--- src/hdl/rcots_pkg.sv ---
// shared types and constants for the oscillator trim search
`default_nettype none

package rcots_pkg;

  // configuration register indexes
  localparam logic CFG_TARGET_COUNT = 1'b0;
  localparam logic CFG_START_TRIM   = 1'b1;

  localparam int unsigned CFG_INDEX_BITS = 1;

  // reset values of the configuration registers
  localparam int unsigned TARGET_COUNT_RESET = 1808;
  localparam int unsigned START_TRIM_RESET   = 64;

  // direction and completion flags of one search
  typedef struct packed {
    logic was_above;
    logic was_below;
    logic finished;
  } search_flags_t;

endpackage

`default_nettype wire

--- src/hdl/rcots_step.sv ---
// next-state logic for one trim search step
`default_nettype none

module rcots_step #(
  parameter int unsigned TRIM_BITS  = 7,
  parameter int unsigned COUNT_BITS = 20
) (
  input  wire logic [COUNT_BITS-1:0] measured_count,
  input  wire logic                  begin_run,
  input  wire logic [COUNT_BITS-1:0] target_count,
  input  wire logic [TRIM_BITS-1:0]  start_trim,
  input  wire logic [TRIM_BITS-1:0]  trim_now,
  input  wire logic [TRIM_BITS-1:0]  trim_before,
  input  wire logic [COUNT_BITS-1:0] count_before,
  input  wire rcots_pkg::search_flags_t flags,
  output logic [TRIM_BITS-1:0]       trim_now_next,
  output logic [TRIM_BITS-1:0]       trim_before_next,
  output logic [COUNT_BITS-1:0]      count_before_next,
  output rcots_pkg::search_flags_t   flags_next,
  output logic                       write_next
);

  localparam logic [TRIM_BITS-1:0]  TRIM_MAX  = {TRIM_BITS{1'b1}};
  localparam logic [COUNT_BITS-1:0] COUNT_ONE = COUNT_BITS'(1);

  logic [TRIM_BITS-1:0]     trim_cur;
  logic [TRIM_BITS-1:0]     trim_prev;
  logic [COUNT_BITS-1:0]    count_prev;
  rcots_pkg::search_flags_t flags_cur;
  logic                     below;
  logic                     above;
  logic [COUNT_BITS-1:0]    err_now;
  logic [COUNT_BITS-1:0]    err_prev;

  // begin_run restarts the search before the count is used
  always_comb begin
    if (begin_run) begin
      trim_cur   = start_trim;
      trim_prev  = '0;
      count_prev = '0;
      flags_cur  = '0;
    end else begin
      trim_cur   = trim_now;
      trim_prev  = trim_before;
      count_prev = count_before;
      flags_cur  = flags;
    end
  end

  assign below    = measured_count < target_count;
  assign above    = measured_count > target_count;
  assign err_now  = below ? (target_count - measured_count) : (measured_count - target_count);
  assign err_prev = (count_prev > target_count) ? (count_prev - target_count)
                                                : (target_count - count_prev);

  always_comb begin
    trim_now_next     = trim_cur;
    trim_before_next  = trim_prev;
    count_before_next = count_prev;
    flags_next        = flags_cur;
    write_next        = 1'b0;
    if (!flags_cur.finished) begin
      if (below || above) begin
        write_next = 1'b1;
        // crossed the target: keep the trim with the smaller error, the present one on a tie
        if ((below && flags_cur.was_above) || (above && flags_cur.was_below)) begin
          if (err_now > err_prev) begin
            trim_now_next = trim_prev;
          end
          flags_next.finished = 1'b1;
        end else if (err_now == COUNT_ONE) begin
          flags_next.finished = 1'b1;
        end else begin
          trim_before_next  = trim_cur;
          count_before_next = measured_count;
          if (below) begin
            flags_next.was_below = 1'b1;
            if (trim_cur != TRIM_MAX) begin
              trim_now_next = trim_cur + TRIM_BITS'(1);
            end
          end else begin
            flags_next.was_above = 1'b1;
            if (trim_cur != '0) begin
              trim_now_next = trim_cur - TRIM_BITS'(1);
            end
          end
        end
      end else begin
        flags_next.finished = 1'b1;
      end
    end
  end

endmodule

`default_nettype wire

--- src/hdl/rc_oscillator_trim_search_unit.sv ---
// top level of the oscillator trim step search
`default_nettype none

// Each request carries one measured reference count; the unit steps the trim one code
// toward target_count and returns one result per request. A request is registered on
// acceptance and its result is registered from the input register once the output can
// advance; a new request is taken every cycle while in_stall is low. The search state is
// updated in the same cycle the result register loads. A stalled output holds the input
// register, and in_stall rises only when both registers are full. Configuration writes
// take effect immediately and are meant for idle periods.
module rc_oscillator_trim_search_unit #(
  parameter int unsigned TRIM_BITS  = 7,
  parameter int unsigned COUNT_BITS = 20
) (
  input  wire logic                  clk,
  input  wire logic                  rst,
  input  wire logic                  cfg_write,
  input  wire logic [rcots_pkg::CFG_INDEX_BITS-1:0] cfg_index,
  input  wire logic [COUNT_BITS-1:0] cfg_data,
  input  wire logic                  in_valid,
  output logic                       in_stall,
  input  wire logic [COUNT_BITS-1:0] measured_count,
  input  wire logic                  begin_run,
  output logic                       out_valid,
  input  wire logic                  out_stall,
  output logic [TRIM_BITS-1:0]       trim_value,
  output logic                       write_trim,
  output logic                       done_res
);

  localparam logic [COUNT_BITS-1:0] TARGET_RESET = COUNT_BITS'(rcots_pkg::TARGET_COUNT_RESET);
  localparam logic [TRIM_BITS-1:0]  START_RESET  = TRIM_BITS'(rcots_pkg::START_TRIM_RESET);

  logic [COUNT_BITS-1:0]    target_count;
  logic [TRIM_BITS-1:0]     start_trim;

  logic                     in_hold;
  logic [COUNT_BITS-1:0]    in_count;
  logic                     in_begin;

  logic [TRIM_BITS-1:0]     trim_now;
  logic [TRIM_BITS-1:0]     trim_before;
  logic [COUNT_BITS-1:0]    count_before;
  rcots_pkg::search_flags_t flags;

  logic [TRIM_BITS-1:0]     trim_now_next;
  logic [TRIM_BITS-1:0]     trim_before_next;
  logic [COUNT_BITS-1:0]    count_before_next;
  rcots_pkg::search_flags_t flags_next;
  logic                     write_next;

  logic                     advance;
  logic                     in_take;
  logic                     load;

  assign advance  = !out_valid || !out_stall;
  assign in_stall = in_hold && !advance;
  assign in_take  = in_valid && !in_stall;
  assign load     = in_hold && advance;

  always_ff @(posedge clk) begin
    if (rst) begin
      target_count <= TARGET_RESET;
      start_trim   <= START_RESET;
    end else if (cfg_write) begin
      case (cfg_index)
        rcots_pkg::CFG_TARGET_COUNT: target_count <= cfg_data;
        rcots_pkg::CFG_START_TRIM:   start_trim   <= cfg_data[TRIM_BITS-1:0];
        default: ;
      endcase
    end
  end

  // input register
  always_ff @(posedge clk) begin
    if (rst) begin
      in_hold <= 1'b0;
    end else if (in_take) begin
      in_hold <= 1'b1;
    end else if (advance) begin
      in_hold <= 1'b0;
    end
  end

  always_ff @(posedge clk) begin
    if (in_take) begin
      in_count <= measured_count;
      in_begin <= begin_run;
    end
  end

  rcots_step #(
    .TRIM_BITS  (TRIM_BITS),
    .COUNT_BITS (COUNT_BITS)
  ) u_step (
    .measured_count    (in_count),
    .begin_run         (in_begin),
    .target_count      (target_count),
    .start_trim        (start_trim),
    .trim_now          (trim_now),
    .trim_before       (trim_before),
    .count_before      (count_before),
    .flags             (flags),
    .trim_now_next     (trim_now_next),
    .trim_before_next  (trim_before_next),
    .count_before_next (count_before_next),
    .flags_next        (flags_next),
    .write_next        (write_next)
  );

  // search state moves with the result register
  always_ff @(posedge clk) begin
    if (rst) begin
      trim_now     <= START_RESET;
      trim_before  <= '0;
      count_before <= '0;
      flags        <= '0;
    end else if (load) begin
      trim_now     <= trim_now_next;
      trim_before  <= trim_before_next;
      count_before <= count_before_next;
      flags        <= flags_next;
    end
  end

  always_ff @(posedge clk) begin
    if (rst) begin
      out_valid <= 1'b0;
    end else if (advance) begin
      out_valid <= in_hold;
    end
  end

  always_ff @(posedge clk) begin
    if (load) begin
      trim_value <= trim_now_next;
      write_trim <= write_next;
      done_res   <= flags_next.finished;
    end
  end

  a_stall_only_when_full: assert property (@(posedge clk) disable iff (rst)
    in_stall |-> (out_valid && out_stall))
    else $error("input stalled while result register can drain");

  a_result_tracks_state: assert property (@(posedge clk) disable iff (rst)
    out_valid |-> (trim_value == trim_now && done_res == flags.finished))
    else $error("result register disagrees with search state");

  a_no_write_after_done: assert property (@(posedge clk) disable iff (rst)
    (load && flags.finished && !in_begin) |=> (!write_trim && done_res))
    else $error("trim written after search finished");

endmodule

`default_nettype wire

--- config.mk ---
export PLATFORM = sky130hd
export DESIGN_NAME = rc_oscillator_trim_search_unit
export DESIGN_NICKNAME = d
export VERILOG_FILES = /design/src/hdl/rcots_pkg.sv /design/src/hdl/rcots_step.sv /design/src/hdl/rc_oscillator_trim_search_unit.sv
export SDC_FILE = /design/constraint.sdc
export NUM_CORES = 1
export LEC_CHECK = 0
export ABC_CLOCK_PERIOD_IN_PS = 6350
export BUFFER_PORTS_ARGS = -buffer_cell sky130_fd_sc_hd__buf_2
export CORE_MARGIN = 10
export CORE_UTILIZATION = 53
export DETAILED_ROUTE_END_ITERATION = 12
export GPL_TIMING_DRIVEN = 0
export MAX_ROUTING_LAYER = met4
export PLACE_DENSITY_LB_ADDON = 0.25
export SYNTH_ARGS = -nofsm -noshare
export SYNTH_HDL_FRONTEND = slang
export SYNTH_SLANG_ARGS = --single-unit
--- constraint.sdc ---
create_clock -name clk -period 6.35 [get_ports clk]
set_clock_uncertainty 0.2 [all_clocks]
set_input_delay 0.635 -clock clk [delete_from_list [all_inputs] [get_ports clk]]
set_output_delay 0.635 -clock clk [all_outputs]
set_load 0.02 [all_outputs]
After elaboration in Yosys (flattened, before gate mapping)

Cells that the tools add are included.

Flip-flop bits (word level): 96
Input port bits: 47
Output and inout port bits: 11
Word-level logic and storage cells: 78

Add/sub/neg operators: 6
$lt $le $gt $ge: 4
Eq/ne operators: 2
Muxes and demuxes: 34
Bitwise logic cells: 1
Reductions and logical operators: 16

Operator list:

| cell                  | count |
|---|---|
| $mux W20              | 7 |
| $mux W7               | 14 |
| $sub A20 B20 Y20      | 4 |
| $gt A20 B20 Y1        | 3 |
| $eq A20 B1 Y1 const B | 1 |
| $lt A20 B20 Y1        | 1 |
| $mux W1               | 8 |
| $add A7 B1 Y7 const B | 1 |
| $ne A7 B7 Y1 const B  | 1 |
| $reduce_bool A7 Y1    | 1 |
| $sub A7 B1 Y7 const B | 1 |
| $mux W2               | 3 |
| $mux W3               | 2 |
| $logic_and A1 B1 Y1   | 5 |
| $logic_not A1 Y1      | 4 |
| $reduce_and A2 Y1     | 2 |
| $logic_or A1 B1 Y1    | 3 |
| $reduce_bool A2 Y1    | 1 |
| $not A1 Y1            | 1 |

Depth between registers and ports, before layout

Word-level depth: 8
Mapped depth: 32
Mapped depth without buffers: 28

By module

Synthesis repeated with hierarchy kept, for this count alone.

Cells, all modules: 1124
Area, all modules: 9063.7 um^2

By module, submodules not included:

| module                         | times used | cells each | area an instance (um^2) | seq. area each (um^2) |
|---|---|---|---|---|
| rcots_step                     | 1          | 805        | 5672.9                  | 0.0 |
| rc_oscillator_trim_search_unit | 1          | 319        | 3390.8                  | 2222.1 |

Worst setup path before layout

OpenSTA, ideal clock, no wires.

Path kind: reg-to-reg
Start point: register in_begin
End point: register trim_value[5], data pin
Library setup time: 259 ps
Arrival: 6320 ps
Required time: 5891 ps
Setup slack: -429 ps
Cell stages (with the launch flop): 32
Period minus slack after synthesis: 6779 ps
Cell sequence: edfxtp_1 clkbuf_1 inv_1 clkbuf_1 buf_1 nand2_1 inv_1 ha_1 clkbuf_1 and3_1 nand3_1 or4_1 nor2_1 nor2_1 a21o_1 buf_2 mux2_2 o311a_1 o221ai_1 a31oi_1 xor2_1 ha_1 nand4_1 nor3_1 nand4_1 a21oi_1 nor4_1 a31oi_1 nor4b_2 nor2_1 a32oi_1 nand2_1

Word-level cells in the longest chain between the ends: 8
Elaborated cells between the ends (all ways): 24

RTL lines:

| element                                          | line                                  | RTL |
|---|---|---|
| start: declaration                               | rc_oscillator_trim_search_unit.sv:39  | `logic in_begin;` |
| start signal: assignment                         | rc_oscillator_trim_search_unit.sv:88  | `in_begin <= begin_run;` |
| $mux W20 / $mux W7 (equally long branches)       | rcots_step.sv:37                      | `if (begin_run) begin` |
| $sub A20 B20 Y20 (tied with other cells)         | rcots_step.sv:54                      | `: (target_count - count_prev);` |
| $mux W20 (tied with other cells)                 | rcots_step.sv:53                      | `assign err_prev = (count_prev > target_count) ? (count_prev - target_count)` |
| $gt A20 B20 Y1 / $mux W7 (equally long branches) | rcots_step.sv:67, rcots_step.sv:76    |  |
| $mux W7, on equally long branches                | rcots_step.sv:67, rcots_step.sv:71    |  |
| $mux W7                                          | rcots_step.sv:66                      | `if ((below && flags_cur.was_above) \|\| (above && flags_cur.was_below)) begin` |
| $mux W7                                          | rcots_step.sv:63                      | `if (below \|\| above) begin` |
| $mux W7 *                                        | rcots_step.sv:62                      | `if (!flags_cur.finished) begin` |
| net trim_now_next[5]                             | rc_oscillator_trim_search_unit.sv:46  | `logic [TRIM_BITS-1:0] trim_now_next;` |
| end signal: assignment                           | rc_oscillator_trim_search_unit.sv:136 | `trim_value <= trim_now_next;` |
| end: declaration                                 | rc_oscillator_trim_search_unit.sv:26  | `output logic [TRIM_BITS-1:0] trim_value,` |

The timed path passes the listed nets; every way through them passes the cells marked *.
A chain may end at the register's enable or synchronous reset.

Final worst setup path

Ends and elaborated chain as after synthesis.

==> flow_summary.toml <==
[timing]
fin_tns_setup_ps = -1850
layout_setup_ws_ps = -209
tightestPinTransition_ps = 918
drv_slew = 0
finalSetupViolations = 14
relSlewSlack = 0.385
hold_viol_final = 0
fin_crit_sh = 1.03
max_freq_ghz = 0.152
layout_min_cycle_time_ps = 6560
rsz0062_at_grt = "true"

[run_status]
status = "finished with violations"
violations = "negative setup slack"

[critical_path]
critPathRequiredTime_ps = 6260
critPathBufInv = 7
path_delay_family = "simple AND/OR/NAND/NOR gates"
rr_endpoint = "trim_value[5]$_DFFE_PP_"
r2r_cells = 30
arrival_ps = 6470
endpoint = "trim_value[5]$_DFFE_PP_"
path_class = "register to register"
endpoint_kind = "register"
worstReg2RegStart = "in_begin$_DFFE_PP_"
slowest_stage = "o311ai_0"
path_depth = 30
r2r_setup_slack_ps = -210
critical_path_peak_fanout = 7
crit_start = "in_begin$_DFFE_PP_"
start_kind = "register"
max_stage_delay_ps = 630

[floorplan]
design.die.area_um2 = 21500
start_util = 0.538
coreArea_um2 = 15800
fp-row-count = 46
die_h_um = 147
ioPinCount = 58
die_x_um = 147

[yosys]
synth-seq-cells = 96
yosys_warnings = 0
ys_seq_area_frac = 0.261
yosysMostFrequentCell = "nand2_1"
netlist_area_um2 = 8510
synth-edff-count = 30
syn_inst = 1074
synth_top_area_frac = 0.155
synthTopCellsByCount = "nand2_1 (149), a21oi_1 (123), ha_1 (101), inv_1 (81), dfxtp_1 (66)"
synth_top_area_cell = "dfxtp_1"
synth_nets = 1226
async_flop_share = 0
ys.flop_type = "dfxtp_1"
ys_types = 71
synthTopCellsByArea = "dfxtp_1 (16%), ha_1 (15%), edfxtp_1 (11%)"
syn_avg_cell_area_um2 = 7.93

[finish]
fillers = 1425
n_antenna_cell = 0
drive_above_1_share = 0.184
area_delta_synth_final_pct = 19.8
instances_no_fill = 1405
layout.nets = 1336

[job]
maxCapViolations = 0

[clock_tree]
insertion_delay_ps = 370
clk_pin_slew_ps = 80
cts.htree.levels = 3
cts_made_buffers = 9
cts_hold_buf = 0
clock_path_buffers = 2
cts_sinks = 96
cts_tree = "done"
clock-root-buffer = "clkbuf_16"

[placed_design]
place.port_buffers = 54
placed_cells = 1345
dpl.hpwl_um = 21500
dp_slack_ps = -1990
gp_congestion = 0.996

[global_route]
grt_max_degree = 21
grt_usage = 0.263
grt-ovfl-total = 0
grt_first_pass_wirelength_um = 44600
grt_pass1_vias = 8492
grt_antenna_before_repair = 0

[power]
clockPowerShare = 0.257
seqPwrFrac = 0.316
p_sw_frac = 0.390
vdd_ir_drop_max_v = 0.000149
combPwrFrac = 0.427
p_switching_w = 0.000865
power_density_nw_per_um2 = 218
leakagePower_nw = 4.63
p_int_w = 0.00136

[detailed_routing]
vias_per_cell = 6.17
routedWlPerCell_um = 20.4
wl_um = 28600
num_vias = 8666
drc = 0
ant_nets = 0
drt-initial-drc-count = 558
drtPass1Iterations = 5

[hold_path]
hold_class = "input port to register"
[cell families (layout without fill, tap and decap cells)]
family | Yosys count | in the layout | share of synthesized area
AO/OA/AOI/OAI | 336 | 336 | 0.257
AND/OR/NAND/NOR | 325 | 325 | 0.176
flip-flops | 96 | 96 | 0.261
buffers and inverters | 138 | 253 | 0.0664
multiplexers | 31 | 31 | 0.0378
XOR/XNOR | 43 | 43 | 0.0442
adder cells (fa/ha/maj) | 105 | 105 | 0.158
[layer usage]
metal / global-route usage / vias to the layer above / wire length [µm]
met5: - / - / 0
met2: 0.434 / 378 / 13600
li1: - / 4092 / -
met3: 0.0402 / 96 / 1870
met1: 0.307 / 4100 / 11700
met4: 0.132 / 0 / 1470
[how the worst min path moves through the flow]
| stage | endpoint | from | cells past startpoint | slack [ps] |
|---|---|---|---|---|
| finish | in_count[12]$_DFFE_PP_ | measured_count[12] | 1 | 240 |
| global route | in_count[9]$_DFFE_PP_ | measured_count[9] | 1 | 240 |
| CTS | in_count[13]$_DFFE_PP_ | measured_count[13] | 1 | 240 |
| detailed placement | flags[2]$_SDFFE_PP0P_ | flags[2]$_SDFFE_PP0P_ | 2 | 250 |
| global placement | flags[2]$_SDFFE_PP0P_ | flags[2]$_SDFFE_PP0P_ | 2 | 240 |
| floorplan | count_before[19]$_SDFFE_PP0P_ | count_before[19]$_SDFFE_PP0P_ | 1 | 230 |
[flip-flops by register name, indices dropped and copies added, names as in the netlist, 3 cells and up]
name	count
in_count	20
start_trim	7
target_count	20
trim_now	7
count_before	20
trim_value	7
trim_before	7
flags	3
[what timing repair did]
item | in CTS | in global routing
gates resized for setup | 71 | 26
buffers inserted | 29 | 19
setup endpoints to repair | 14 | 14
cloned | 1 | 0
pin swaps | 30 | 31
[layout by cell type, fill, tap and decap left out, types with 5 or more instances in the layout]
cell	Yosys	routed
a22o_1	19	19
buf_1	6	5
buf_4	0	48
mux2_2	9	8
a31oi_1	16	15
nand2_2	1	5
nand3_1	39	38
nor4_1	9	8
a21oi_2	2	5
o221ai_1	6	5
clkbuf_16	0	10
ha_1	101	93
ha_4	0	8
o21a_1	6	5
dfxtp_1	66	66
o211ai_1	14	14
nor2_1	53	49
and3_1	8	7
inv_1	81	75
nor3_1	12	11
xor2_1	15	15
xnor2_1	28	28
nand2_1	149	141
buf_2	17	67
nor2b_1	13	12
a211oi_1	5	5
o21bai_1	6	6
nand4_1	17	17
buf_6	2	5
clkbuf_1	30	22
and4_1	6	5
edfxtp_1	30	30
a21o_1	37	36
o21ai_0	55	51
a21oi_1	123	118
mux2i_1	22	22
[power groups by stage]
stage	clock (W)	sequential, W	combinational [W]
5_1_grt	0.000601	0.000705	0.00104
3_3_place_gp	0	0.000713	0.000805
6_report	0.000571	0.000701	0.000949
4_1_cts	0.000575	0.000700	0.000899
2_1_floorplan	0	0.000709	0.000595
3_5_place_dp	0	0.000713	0.000814
[stage by stage]
step | area (µm²) | power [W] | util | hold WS (ps)
after global routing | 10200 | 0.00234 | 0.644 | 240
final | 10200 | 0.00222 | 0.644 | 238
after CTS | 9970 | 0.00217 | 0.630 | 238
after global placement | 9080 | 0.00152 | 0.573 | 244
after detailed placement | 9110 | 0.00153 | 0.575 | 247
after floorplan | 8540 | 0.00130 | - | 234
[layout make-up]
class | count | area (µm²) | area share
Buffer | 51 | 312 | 0.0305
Clock inverter | 7 | 81.3 | 0.00797
Clock buffer | 9 | 225 | 0.0221
Sequential cell | 96 | 2220 | 0.218
Inverter | 82 | 318 | 0.0312
Multi-Input combinational cell | 840 | 6080 | 0.596
Tap cell | 216 | 270 | 0.0265
Timing Repair Buffer | 104 | 694 | 0.0681
(Power assumes the default switching activity.)
